$ cat config.mk
export PLATFORM = sky130hd
export DESIGN_NAME = mid_month_bin_interpolation
export DESIGN_NICKNAME = d
export VERILOG_FILES = /design/src/hw/rtl/mmbi_pkg.sv /design/src/hw/rtl/mmbi_leap.sv /design/src/hw/rtl/mmbi_bin.sv /design/src/hw/rtl/mid_month_bin_interpolation.sv
export VERILOG_INCLUDE_DIRS = /design/src /design/src/hw/rtl
export SDC_FILE = /design/constraint.sdc
export NUM_CORES = 1
export LEC_CHECK = 0
export ABC_AREA = 1
export BUFFER_PORTS_ARGS = -buffer_cell sky130_fd_sc_hd__buf_4
export CORE_AREA = 2 2 112 114
export CTS_CLUSTER_SIZE = 14
export DETAILED_ROUTE_END_ITERATION = 6
export DIE_AREA = 0 0 114 116
export PLACE_DENSITY = 0.87
export SLEW_MARGIN = 20
export SYNTH_ARGS = -nofsm -noshare
export SYNTH_HDL_FRONTEND = slang
export SYNTH_HIERARCHICAL = 1
export SYNTH_SLANG_ARGS = --single-unit
export TNS_END_PERCENT = 30
$ cat constraint.sdc
create_clock -name clk_i -period 11.75 [get_ports clk_i]
set_input_delay 0.5875 -clock clk_i [delete_from_list [all_inputs] [get_ports clk_i]]
set_output_delay 0.5875 -clock clk_i [all_outputs]
set_load 0.005 [all_outputs]
$ cat src/hw/rtl/assert_macros.svh
// ----------------------------------------------------------------------------
// Assertion macros
// Shared helpers for the concurrent assertions of the RTL modules.
// ----------------------------------------------------------------------------
`ifndef ASSERT_MACROS_SVH
`define ASSERT_MACROS_SVH

// Checks a property at every rising clock edge outside reset.
`define ASSERT_PROP(lbl, clk, rst_n, prop) \
  lbl: assert property (@(posedge clk) disable iff (!(rst_n)) (prop)) \
    else $error("assertion failed");

// Checks that a condition never holds outside reset.
`define ASSERT_NEVER(lbl, clk, rst_n, cond) \
  lbl: assert property (@(posedge clk) disable iff (!(rst_n)) !(cond)) \
    else $error("forbidden condition seen");

`endif

$ cat src/hw/rtl/mmbi_pkg.sv
// ----------------------------------------------------------------------------
// Mid-month bin interpolation package
// Transaction types, month codes and the constant calendar tables.
// ----------------------------------------------------------------------------
package mmbi_pkg;

  // Input transaction: one calendar date.
  typedef struct packed {
    logic [13:0] year;
    logic [3:0]  month;
    logic [4:0]  day;
  } in_t;

  // Output transaction: bracketing bins and interpolation weight.
  typedef struct packed {
    logic [4:0]  days_to_center;
    logic [3:0]  current_month;
    logic [3:0]  previous_month;
    logic [16:0] weight_q16;
  } out_t;

  // Month codes.
  localparam logic [3:0] MonthJan = 4'd1;
  localparam logic [3:0] MonthMar = 4'd3;
  localparam logic [3:0] MonthDec = 4'd12;

  // Multiplicative inverse of 25 modulo 2^14, and the largest product that
  // marks an exact multiple of 25.
  localparam logic [13:0] Inv25      = 14'd7209;
  localparam logic [13:0] Div25Limit = 14'(16383 / 25);

  // Late December window length in days, and the wrap distance.
  localparam logic [8:0] LateDecSpan = 9'd16;
  localparam logic [8:0] WrapDays    = 9'd31;

  // Reciprocal of 30.5 scaled for Q16 output: ceil(2^29 / 61), used as
  // (days * WeightMul) >> 12.
  localparam int unsigned WeightShift = 12;
  localparam logic [23:0] WeightMul   = 24'(((1 << 29) + 60) / 61);

  // Days before the first of the month in a common year; leap years add one
  // from March onwards.
  function automatic logic [8:0] days_before(input logic leap, input logic [3:0] month);
    logic [8:0] base;
    base = 9'd0;
    case (month)
      4'd1:    base = 9'd0;
      4'd2:    base = 9'd31;
      4'd3:    base = 9'd59;
      4'd4:    base = 9'd90;
      4'd5:    base = 9'd120;
      4'd6:    base = 9'd151;
      4'd7:    base = 9'd181;
      4'd8:    base = 9'd212;
      4'd9:    base = 9'd243;
      4'd10:   base = 9'd273;
      4'd11:   base = 9'd304;
      4'd12:   base = 9'd334;
      default: base = 9'd0;
    endcase
    if (leap && (month >= MonthMar)) begin
      base = base + 9'd1;
    end
    return base;
  endfunction

  // Day of year of each mid-month centre in a common year; leap years add one
  // from March onwards.
  function automatic logic [8:0] bin_center(input logic leap, input logic [3:0] month);
    logic [8:0] base;
    base = 9'd0;
    case (month)
      4'd1:    base = 9'd15;
      4'd2:    base = 9'd46;
      4'd3:    base = 9'd74;
      4'd4:    base = 9'd105;
      4'd5:    base = 9'd135;
      4'd6:    base = 9'd166;
      4'd7:    base = 9'd196;
      4'd8:    base = 9'd227;
      4'd9:    base = 9'd258;
      4'd10:   base = 9'd288;
      4'd11:   base = 9'd319;
      4'd12:   base = 9'd349;
      default: base = 9'd0;
    endcase
    if (leap && (month >= MonthMar)) begin
      base = base + 9'd1;
    end
    return base;
  endfunction

endpackage

$ cat src/hw/rtl/mmbi_leap.sv
// ----------------------------------------------------------------------------
// Gregorian leap year detector
// Decides the leap rule for a 14-bit year without a divider.
// ----------------------------------------------------------------------------
module mmbi_leap (
  input  logic [13:0] year_i,
  output logic        leap_o
);

  logic [13:0] inv_prod;
  logic        div25;
  logic        div4;
  logic        div16;

  // A year is a multiple of 25 exactly when its product with the inverse of
  // 25 modulo 2^14 falls at or below (2^14 - 1) / 25.
  assign inv_prod = year_i * mmbi_pkg::Inv25;
  assign div25    = (inv_prod <= mmbi_pkg::Div25Limit);

  // Powers of two come straight from the low bits.
  assign div4  = (year_i[1:0] == 2'b00);
  assign div16 = (year_i[3:0] == 4'b0000);

  // Divisible by 100 is div4 with div25; divisible by 400 is div16 with div25.
  assign leap_o = (div4 && !div25) || (div16 && div25);

endmodule

$ cat src/hw/rtl/mmbi_bin.sv
// ----------------------------------------------------------------------------
// Mid-month bin search
// Finds the bracketing bins, the days to the next centre and the Q16 weight.
// ----------------------------------------------------------------------------
module mmbi_bin (
  input  logic              leap_i,
  input  logic [3:0]        month_i,
  input  logic [4:0]        day_i,
  output mmbi_pkg::out_t    result_o
);

  logic [3:0]        month_c;
  logic [8:0]        doy;
  logic [8:0]        center_m;
  logic [8:0]        center_cur;
  logic [8:0]        center_dec;
  logic [3:0]        cur_month;
  logic [3:0]        pre_month;
  logic              late_dec;
  logic signed [9:0] delta;
  logic [4:0]        days;
  logic [28:0]       weight_prod;

  // Clamp out-of-range months onto January and December.
  always_comb begin
    if (month_i < mmbi_pkg::MonthJan) begin
      month_c = mmbi_pkg::MonthJan;
    end else if (month_i > mmbi_pkg::MonthDec) begin
      month_c = mmbi_pkg::MonthDec;
    end else begin
      month_c = month_i;
    end
  end

  // Day of year and the centre of the date's own month.
  assign doy      = mmbi_pkg::days_before(leap_i, month_c) + 9'(day_i);
  assign center_m = mmbi_pkg::bin_center(leap_i, month_c);

  // Pick the bin that follows the date, wrapping at the year end.
  always_comb begin
    if (doy <= center_m) begin
      cur_month = month_c;
      pre_month = (month_c == mmbi_pkg::MonthJan) ? mmbi_pkg::MonthDec
                                                  : month_c - 4'd1;
    end else begin
      cur_month = (month_c == mmbi_pkg::MonthDec) ? mmbi_pkg::MonthJan
                                                  : month_c + 4'd1;
      pre_month = month_c;
    end
  end

  assign center_cur = mmbi_pkg::bin_center(leap_i, cur_month);
  assign center_dec = mmbi_pkg::bin_center(leap_i, mmbi_pkg::MonthDec);

  // Late December counts towards the January centre of the next year.
  assign late_dec = (pre_month == mmbi_pkg::MonthDec) && (doy > center_dec) &&
                    (doy <= center_dec + mmbi_pkg::LateDecSpan);

  always_comb begin
    if (late_dec) begin
      delta = $signed({1'b0, mmbi_pkg::WrapDays}) - $signed({1'b0, doy})
              + $signed({1'b0, center_dec});
    end else begin
      delta = $signed({1'b0, center_cur}) - $signed({1'b0, doy});
    end
  end

  // Saturate the distance to the 5-bit range.
  always_comb begin
    if (delta < 10'sd0) begin
      days = 5'd0;
    end else if (delta > 10'sd31) begin
      days = 5'd31;
    end else begin
      days = delta[4:0];
    end
  end

  // Weight = floor(days * 2^17 / 61) by reciprocal multiplication.
  assign weight_prod = 29'(days) * 29'(mmbi_pkg::WeightMul);

  assign result_o.days_to_center = days;
  assign result_o.current_month  = cur_month;
  assign result_o.previous_month = pre_month;
  assign result_o.weight_q16     = weight_prod[28:mmbi_pkg::WeightShift];

endmodule

$ cat src/hw/rtl/mid_month_bin_interpolation.sv
// ----------------------------------------------------------------------------
// Mid-month bin interpolation
// Maps a calendar date onto its bracketing monthly bins with a Q16 weight.
// ----------------------------------------------------------------------------
// The block accepts one date transaction per clock cycle while in_stall_o is
// low, and a result is taken into the result register after its date has
// passed through the input register: the leap rule is settled as the date
// enters the input register, and the bin search with the weight multiplier
// sits between the input register and the result register. A stall on the
// output backs up through both registers, so a held result does not stop a
// new date from being taken while the input register is free.
module mid_month_bin_interpolation (
  input  logic           clk_i,
  input  logic           rst_ni,
  input  logic           in_valid_i,
  output logic           in_stall_o,
  input  mmbi_pkg::in_t  in_data_i,
  output logic           out_valid_o,
  input  logic           out_stall_i,
  output mmbi_pkg::out_t out_data_o
);

`include "assert_macros.svh"

  logic           leap_in;
  logic           s1_valid_q;
  logic           s1_leap_q;
  logic [3:0]     s1_month_q;
  logic [4:0]     s1_day_q;
  logic           out_valid_q;
  mmbi_pkg::out_t out_data_q;
  mmbi_pkg::out_t result;
  logic           out_free;
  logic           s1_free;

  // Leap detection on the incoming year.
  mmbi_leap u_leap (
    .year_i (in_data_i.year),
    .leap_o (leap_in)
  );

  // Flow control: each register takes new data when empty or draining.
  assign out_free   = !out_valid_q || !out_stall_i;
  assign s1_free    = !s1_valid_q || out_free;
  assign in_stall_o = !s1_free;

  // Input register.
  always_ff @(posedge clk_i or negedge rst_ni) begin
    if (!rst_ni) begin
      s1_valid_q <= 1'b0;
    end else if (s1_free) begin
      s1_valid_q <= in_valid_i;
    end
  end

  always_ff @(posedge clk_i) begin
    if (s1_free && in_valid_i) begin
      s1_leap_q  <= leap_in;
      s1_month_q <= in_data_i.month;
      s1_day_q   <= in_data_i.day;
    end
  end

  // Bin search and weight.
  mmbi_bin u_bin (
    .leap_i   (s1_leap_q),
    .month_i  (s1_month_q),
    .day_i    (s1_day_q),
    .result_o (result)
  );

  // Result register.
  always_ff @(posedge clk_i or negedge rst_ni) begin
    if (!rst_ni) begin
      out_valid_q <= 1'b0;
    end else if (out_free) begin
      out_valid_q <= s1_valid_q;
    end
  end

  always_ff @(posedge clk_i) begin
    if (out_free && s1_valid_q) begin
      out_data_q <= result;
    end
  end

  assign out_valid_o = out_valid_q;
  assign out_data_o  = out_data_q;

  // A stall on the input side only arises with both registers occupied.
  `ASSERT_PROP(a_stall_full, clk_i, rst_ni, in_stall_o |-> (s1_valid_q && out_valid_q && out_stall_i))

  // An accepted date always lands in the input register.
  `ASSERT_PROP(a_accept_lands, clk_i, rst_ni, (in_valid_i && !in_stall_o) |=> s1_valid_q)

  // The two reported bins are always neighbouring months.
  `ASSERT_PROP(a_bins_adjacent, clk_i, rst_ni, out_valid_o |-> ((out_data_o.previous_month == mmbi_pkg::MonthDec) ? (out_data_o.current_month == mmbi_pkg::MonthJan) : (out_data_o.current_month == out_data_o.previous_month + 4'd1)))

  // A zero weight goes with zero days and only then.
  `ASSERT_PROP(a_weight_zero, clk_i, rst_ni, out_valid_o |-> ((out_data_o.weight_q16 == 17'd0) == (out_data_o.days_to_center == 5'd0)))

endmodule

==> Word-level counts from Yosys, hierarchy flattened <==
Memory sizes are Yosys's and may differ from the RTL's.
Cells that the tools add are included.
{ "word_totals": {"regBits": 42, "mem_bits_ro": 432, "inputBits": 27, "output_inout_bits": 32, "wordCells": 68, "mem_count": 3} }
{ "mem_list": {"columns": ["memory", "depth", "word_bits", "read_ports", "rd_ports_with_merged_regs", "write_ports", "line_no", "source"], "rows": [
  ["(name not given)", 16, 9, 1, 0, 0, "mmbi_pkg.sv:72", "case (month)"],
  ["(name not given)", 16, 9, 1, 0, 0, "mmbi_pkg.sv:72", null],
  ["(name not given)", 16, 9, 1, 0, 0, "mmbi_pkg.sv:46", "case (month)"]
]} }
{ "op_classes": {"add_sub_neg": 10, "n_mul": 2, "magnitude_cmp": 10, "n_eq_ne": 3, "n_mux": 13, "reduce_logical": 18} }
{ "ops": {"columns": ["cell", "count"], "rows": [
  ["multiplier 5 x 24 -> 29 bit (second input constant)", 1],
  ["adder 9 x 1 -> 9 bit (second input constant)", 3],
  ["two-way mux 9 bit", 3],
  ["two-way mux 4 bit", 6],
  ["<= comparator 9 bit", 2],
  ["<= comparator 14 x 10 -> 1 bit (second input constant)", 1],
  ["multiplier 14 x 13 -> 14 bit (second input constant)", 1],
  ["adder 10 bit", 1],
  ["greater-than comparator 10 x 6 -> 1 bit (second input constant)", 1],
  ["less-than comparator 10 x 1 -> 1 bit (second input constant)", 1],
  ["two-way mux 10 bit", 1],
  ["two-way mux 5 bit", 2],
  ["subtractor 5 x 9 -> 10 bit (first input constant)", 1],
  ["subtractor 9 x 9 -> 10 bit", 1],
  ["adder 9 x 5 -> 9 bit", 1],
  ["adder 9 x 5 -> 9 bit (second input constant)", 1],
  ["greater-than comparator 9 bit", 1],
  ["equality test 4 bit (second input constant)", 2],
  [">= comparator 4 x 2 -> 1 bit (second input constant)", 2],
  ["logical AND 1 bit", 8],
  ["zero test 1 bit", 5],
  ["adder 4 x 1 -> 4 bit (second input constant)", 1],
  ["equality test 4 x 1 -> 1 bit (second input constant)", 1],
  ["greater-than comparator 4 bit (second input constant)", 1],
  ["other kinds (6)", 8]
]} }

==> Depth between registers and ports, before layout <==
Gate-level depths: netlist of run 1.
{ "logic_depth": {"ltp_word": 18, "ltp_mapped": 83, "depth_no_buf": 81} }

==> Hierarchy <==
The synthesis of run 1 kept the hierarchy.
{ "by_module_without_submodules": {"columns": ["mod", "instances", "cells_per_inst", "area_per_inst_um2", "seq_area_each_um2"], "rows": [
  ["mmbi_bin", 1, 612, 3935.0, 0.0],
  ["mmbi_leap", 1, 191, 1353.8, 0.0],
  ["mid_month_bin_interpolation", 1, 52, 1296.2, 1251.2]
]} }

==> Worst setup path before layout of run 1 <==
No wires, ideal clock.
{ "synth_timing": {"kind": "register to register", "from": "register s1_month_q[2]", "to": "register out_data_q (netlist bit out_data_o[14]), data pin", "setup_ns": 0.254, "t_arrival_ns": 11.156, "t_required_ns": 11.496, "path_slack_ns": 0.340, "stages_incl_launch_ff": 76, "path_buffers": 2, "synth_period_minus_slack_ns": 11.410, "cell_sequence": "edfxtp_1 -> buf_4 -> nor2_1 -> nand2_1 -> nand2_1 -> inv_1 -> ha_1 -> nand2_1 -> nand2_1 -> nor2_1 -> nor2_1 -> ha_1 -> nand2_1 -> o21ai_0 -> fa_1 -> nand2_1 -> inv_1 -> o21ai_0 -> [... 40 more ...] -> fa_1 -> ha_1 -> fa_1 -> ha_1 -> a21oi_1 -> o21a_1 -> o221ai_1 -> a21oi_1 -> o21ai_0 -> nand3_1 -> nand2_1 -> a21o_1 -> a21o_1 -> a31o_2 -> a21oi_1 -> inv_1 -> nand4_1 -> nand2_1"} }
{ "synth_rtl": {"columns": ["item", "line_no", "source"], "rows": [
  ["start, declared", "mid_month_bin_interpolation.sv:28", "logic [3:0] s1_month_q;"],
  ["start signal, assigned", "mid_month_bin_interpolation.sv:59", "s1_month_q <= in_data_i.month;"],
  ["end signal, assigned", "mid_month_bin_interpolation.sv:83", "out_data_q <= result;"],
  ["end, declared", "mid_month_bin_interpolation.sv:31", "mmbi_pkg::out_t out_data_q;"]
]} }

==> results.sh, run 1 <==
export IMPL_start_util=0.553
export IMPL_fp_dieH_um=116
export IMPL_cap_violations=0
export IMPL_finalHoldViolations=0
export IMPL_grt_util_met2=0.407
export IMPL_synth_largest_area_cell="ha_1"
export IMPL_grt_total_usage=0.227
export IMPL_fin_nets=1120
export IMPL_grt_pass1_wl_um=24900
export IMPL_ant_nets=0
export IMPL_drc=0
export IMPL_finalCritPeriodShare=0.947
export IMPL_coreArea_sq_mm=0.0119
export IMPL_yosys_area_top_type_share=0.245
export IMPL_min_period_ns=11.12
export IMPL_path_class="register to register"
export IMPL_cp_required_ns=11.80
export IMPL_drive_gt1_frac=0.211
export IMPL_ys_seq_elements=42
export IMPL_clk_latency_ns=0.29
export IMPL_cts_root_buffer="clkbuf_16"
export IMPL_numCtsBuffers=5
export IMPL_grt_pass1_vias=5561
export IMPL_syn_inst=855
export IMPL_ys_flop_type="edfxtp_1"
export IMPL_rows=40
export IMPL_wirelength_um=15300
export IMPL_drt_iter0_drc=444
export IMPL_die_width_um=114
export IMPL_cpMostUsedCell="nand2_1"
export IMPL_port_buffer_count=58
export IMPL_hp_class="primary input to asynchronous set/reset pin"
export IMPL_busiest_layer="met2"
export IMPL_cp_end_kind="register"
export IMPL_area_delta_synth_final_pct=18.1
export IMPL_grt_overflow_total=0
export IMPL_placed_cells=1069
export IMPL_async_flop_share=0.0476
export IMPL_max_freq_ghz=0.0899
export IMPL_synth_nets=1033
export IMPL_dp_final_hpwl_um=11500
export IMPL_antenna_cells=0
export IMPL_place_gp_congestion=0.927
export IMPL_grt_use_met3=0.0303
export IMPL_status="complete, no violations"
export IMPL_slowest_delay_ns=0.61
export IMPL_max_slew_margin=0.349
export IMPL_synth_warning_count=6
export IMPL_worst_pin_slew_ns=0.975
export IMPL_final_cell_count_no_fill=1090
export IMPL_synth_edf_count=40
export IMPL_synth_avg_cell_area_sq_um=7.70
export IMPL_clock_skew_ns=0.00259
export IMPL_dr_pass1_iters=5
export IMPL_syn_area_sq_mm=0.00659
export IMPL_cts_sinks=42
export IMPL_clkTransAtPathRegs_ns=0.06
export IMPL_io_pins=59
export IMPL_cts_tree="done"
export IMPL_crit_fanout=7
export IMPL_hold_buffers=0
export IMPL_clock_path_buffers=2
export IMPL_wire_per_inst_um=14.0
export IMPL_yosysSeqAreaShare=0.190
export IMPL_setup_viol=0
export IMPL_most_common_layout_cells="nand2_1 (157), inv_1 (150), ha_1 (123), buf_4 (86), nor2_1 (54)"
export IMPL_die_area_sq_mm=0.0132
export IMPL_drv_slew=0
export IMPL_layout_commonest_cell="nand2_1"
export IMPL_via_per_inst=5.42
export IMPL_htree_levels=2
export IMPL_cp_slowest_cell="fa_1"
export IMPL_cp_start_kind="register"
export IMPL_synth_area_top_cells="ha_1 (25%), edfxtp_1 (18%), nand2_1 (9.3%), inv_1 (8.9%), fa_1 (6.7%)"
export IMPL_antenna_found_initial=0
export IMPL_arrival_ns=11.17
export IMPL_dr_total_vias=5908
export IMPL_grt_max_degree=31
export IMPL_synth_distinct_cells=44
export IMPL_met1_usage=0.289
[synth_stat cells, types with 2 or more instances]
library cell and instances:
inv_1 156, a21o_1 5, a21boi_0 3, nand3b_1 3
buf_4 2, xnor2_1 11, o21bai_1 2, o221ai_1 3
buf_6 3, nand3_1 50, ha_1 129, o21ai_0 23
nand2_1 164, a21oi_1 35, nor3_1 6, dfrtp_1 2
fa_1 22, o21ai_1 7, edfxtp_1 40, nand3_2 13
a31oi_1 2, or2_2 4, nand2_2 25, o22ai_1 2
nor2_4 2, or2_1 2, xor2_1 33, o21a_1 2
and2_1 3, nor2_2 6, nor2_1 57, nand2_4 4
nand4_1 15, o211ai_1 2, inv_2 8
[registers in the layout, indices dropped and copies added, names as in the netlist]
name	flops
out_data_o	30
s1_valid_q	1
s1_month_q	4
s1_day_q	5
s1_leap_q	1
out_valid_o	1
[metrics by stage]
step,instance area (sq um),TNS [ns],worst slack (ns),utilization,hold slack [ns]
finish,7780,0,0.627,0.653,0.0634
global route,7780,-0.691,-0.230,0.653,0.0584
CTS,7480,0,0.0438,0.628,0.0642
detailed placement,7280,-0.302,-0.123,0.611,0.372
global placement,7280,0,0.196,0.611,0.371
floorplan,6590,0,0.340,-,0.292
[logic make-up after synthesis]
family,after synthesis,share of synthesized area
simple gates,355,0.255
buf+inv,171,0.102
fa+ha+maj,151,0.312
compound gates,91,0.0796
xor+xnor,45,0.0610
flops,42,0.190
[repair_timing]
action	4_1_cts	5_1_grt
setup buffers	0	13
endpoints found under the setup margin	4	17
resized for setup	5	48
pin swaps	0	11
[worst max-delay path: cells and delay by family (launching register included)]
kind,cells,cell delay [ns]
AND/OR/NAND/NOR,31,3.11
AO/OA/AOI/OAI,20,2.97
adder cells (fa/ha/maj),11,3.35
flip-flops,1,0.46
buffers and inverters,7,0.60
XOR/XNOR,2,0.36
[worst paths after layout]
kind	start	end	slack, ns	cells after the start
max	s1_month_q[3]$_DFFE_PP_	out_data_o[14]$_DFFE_PP_	0.63	71
min	rst_ni	out_valid_o$_DFFE_PN0P_	0.06	1
max reg2reg	s1_month_q[3]$_DFFE_PP_	out_data_o[14]$_DFFE_PP_	0.63	71
min reg2reg	s1_valid_q$_DFFE_PN0P_	s1_valid_q$_DFFE_PN0P_	0.54	2
max in group asynchronous	rst_ni	s1_valid_q$_DFFE_PN0P_	11.60	1
min in group clk_i	in_data_i[8]	s1_month_q[3]$_DFFE_PP_	0.47	1
[area by class of cell]
cell class,instances,area (sq um)
clock buffers,5,125
repair buffers,87,657
multi-input cells,642,4870
inverters,164,623
fillers,936,4130
clock inverters,3,68.8
flip-flops and latches,42,1250
well taps,147,184
[per-layer routing]
metal  up-vias  share of wire
met1      2705           0.42
met2       207           0.50
met3        49          0.052
met4         0          0.029
li1       2947              -
met5         -              0
Power of run 1 is left out: the tool's default activity adds up to more than one toggle a clock period on the data nets, which glitch-free logic cannot reach.
==> run 2, diff against run 1 <==
Settings changed: ABC_AREA 1 to default, CORE_AREA 2 2 112 114 to 2 2 114 116, DIE_AREA 0 0 114 116 to 0 0 116 118, PLACE_DENSITY 0.87 to 0.86.
==> results.sh, run 2 <==
export IMPL_status="finished, violations left"
export IMPL_failed_checks="negative setup slack"
export IMPL_min_period_ns=12.57
export IMPL_synth_edf_count=40
export IMPL_grt_total_usage=0.283
export IMPL_cp_end_kind="register"
export IMPL_cap_violations=0
export IMPL_antenna_cells=0
export IMPL_io_pins=59
export IMPL_yosysMostFrequentCell="ha_1"
export IMPL_dr_pass1_iters=6
export IMPL_clkTransAtPathRegs_ns=0.07
export IMPL_setup_ws_ns=-0.816
export IMPL_die_width_um=116
export IMPL_largest_reg_flops=30
export IMPL_clock_skew_ns=0.0127
export IMPL_cts_tree="done"
export IMPL_most_common_layout_cells="buf_4 (182), ha_1 (117), inv_1 (88), nor2_1 (47), nand2_1 (41)"
export IMPL_grt_max_degree=39
export IMPL_via_per_inst=6.23
export IMPL_synth_warning_count=6
export IMPL_drive_gt1_frac=0.338
export IMPL_cp_top_family="compound AO/OA/AOI/OAI gates"
export IMPL_ant_nets=0
export IMPL_r2r_slack_ns=-0.82
export IMPL_drc=0
export IMPL_clk_latency_ns=0.32
export IMPL_arrival_ns=12.63
export IMPL_wire_per_inst_um=19.8
export IMPL_start_util=0.548
export IMPL_synth_area_top_cells="ha_1 (24%), edfxtp_1 (18%), fa_1 (6.5%), inv_1 (5.2%), xnor2_1 (3.7%)"
export IMPL_layout_commonest_cell="buf_4"
export IMPL_design_area_sq_mm=0.00916
export IMPL_cts_root_buffer="clkbuf_16"
export IMPL_synth_distinct_cells=86
export IMPL_finalCritPeriodShare=1.07
export IMPL_grt_pass1_wl_um=31100
export IMPL_ys_seq_elements=42
export IMPL_nFillCells=811
export IMPL_dr_total_vias=6881
export IMPL_cp_slowest_cell="mux4_2"
export IMPL_fin_nets=1109
export IMPL_syn_inst=753
export IMPL_synth_nets=931
export IMPL_rows=41
export IMPL_fp_dieH_um=118
export IMPL_wirelength_um=21800
export IMPL_cp_start_kind="register"
export IMPL_yosys_area_top_type_share=0.237
export IMPL_hold_slack_ns=0.0411
export IMPL_grt_overflow_total=0
export IMPL_hp_class="primary input to asynchronous set/reset pin"
export IMPL_rsz0062_at_grt="true"
export IMPL_drt_iter0_drc=637
export IMPL_synth_largest_area_cell="ha_1"
export IMPL_cts_sinks=42
export IMPL_path_class="register to register"
export IMPL_synth_avg_cell_area_sq_um=9.04
export IMPL_htree_levels=2
export IMPL_max_freq_ghz=0.0796
export IMPL_worst_pin_slew_ns=0.844
export IMPL_syn_area_sq_mm=0.00681
export IMPL_place_gp_congestion=0.984
export IMPL_synth_common_cells="ha_1 (129), inv_1 (94), nor2_1 (53), a21oi_1 (44), nand2_1 (44)"
export IMPL_crit_buf_inv=4
export IMPL_slowest_delay_ns=0.51
export IMPL_area_delta_synth_final_pct=34.5
export IMPL_max_slew_margin=0.436
export IMPL_ys_flop_type="edfxtp_1"
export IMPL_coreArea_sq_mm=0.0124
export IMPL_numCtsBuffers=5
export IMPL_clock_path_buffers=2
export IMPL_grt_pass1_vias=6627
export IMPL_setup_viol=10
export IMPL_async_flop_share=0.0476
export IMPL_crit_fanout=8
export IMPL_drv_slew=0
export IMPL_die_area_sq_mm=0.0137
export IMPL_placed_cell_area_sq_mm=0.00835
export IMPL_antenna_found_initial=0
export IMPL_cpMostUsedCell="a21o_1"
export IMPL_finalHoldViolations=0
export IMPL_port_buffer_count=58
export IMPL_cp_required_ns=11.81
export IMPL_dp_final_hpwl_um=14100
export IMPL_yosysSeqAreaShare=0.184
==> run 2: changes by cell type in the layout (fill, tap and decap cells not counted), moves of 13 or more <==
cell / before / now
xor2_1: 31 / 12
buf_4: 86 / 182
nand2_2: 29 / 2
inv_1: 150 / 88
nand2_1: 157 / 41
nand3_1: 48 / 13
a21o_1: 5 / 18
==> run 2: cells by family after synthesis <==
family / count (synthesis) / share of synthesized area
multiplexers: 19 / 0.0360
buffers and inverters: 113 / 0.0647
XOR/XNOR: 48 / 0.0722
adder cells (fa/ha/maj): 151 / 0.302
AO/OA/AOI/OAI: 191 / 0.200
flip-flops: 42 / 0.184
AND/OR/NAND/NOR: 189 / 0.141
==> run 2: path summary, 6_finish.rpt <==
path | startpoint | end | depth (start not counted)
setup / recovery | s1_month_q[3]$_DFFE_PP_ | out_data_o[14]$_DFFE_PP_ | 62
hold / removal | rst_ni | s1_valid_q$_DFFE_PN0P_ | 1
setup reg to reg | s1_month_q[3]$_DFFE_PP_ | out_data_o[14]$_DFFE_PP_ | 62
hold reg to reg | s1_valid_q$_DFFE_PN0P_ | out_valid_o$_DFFE_PN0P_ | 1
max in group asynchronous | rst_ni | out_valid_o$_DFFE_PN0P_ | 1
min in group clk_i | in_data_i[4] | s1_day_q[4]$_DFFE_PP_ | 1
==> run 2: area by class of cell <==
class	count	area (sq um)	share of cell area
flip-flops and latches	42	1250	0.137
inverters	96	365	0.0399
repair buffers	188	1460	0.159
clock buffers	5	125	0.0137
multi-input cells	598	5700	0.622
clock inverters	3	43.8	0.00478
well taps	172	215	0.0235
==> run 2: through the flow <==
step / TNS (ns) / util / setup slack (ns) / std cells
floorplan: -1.90 / - / -0.654 / 753
global placement: -0.0387 / 0.673 / -0.0387 / 1057
detailed placement: -1.27 / 0.673 / -0.439 / 1057
CTS: -0.264 / 0.709 / -0.205 / 1084
global route: -12.35 / 0.738 / -1.39 / 1104
finish: -5.06 / 0.738 / -0.816 / 1104
==> run 2: metal layers <==
| metal | vias up | wire length, um | GRT usage |
|---|---|---|---|
| li1 | 3064 | - | - |
| met1 | 3199 | 8030 | 0.343 |
| met2 | 459 | 10500 | 0.484 |
| met3 | 159 | 1890 | 0.0494 |
| met4 | 0 | 1430 | 0.132 |
| met5 | - | 0 | 0 |
==> run 2: worst reg2reg max path: cells and delay by family, from the launching register on <==
kind / cells / cell delay [ns]
xor gates and xnor gates: 1 / 0.15
DFF: 1 / 0.43
and+or+nand+nor: 18 / 2.35
AOI/OAI and AO/OA: 26 / 4.82
muxes: 2 / 0.81
adders and majority gates: 11 / 3.28
buffers and inverters: 4 / 0.48
==> run 2: timing repair <==
action,4_1_cts,5_1_grt
endpoints found under the setup margin,6,15
pin swaps,52,62
hold buffers,0,0
setup buffers,19,19
resized for setup,32,39
Power of run 2 is left out for the same reason.
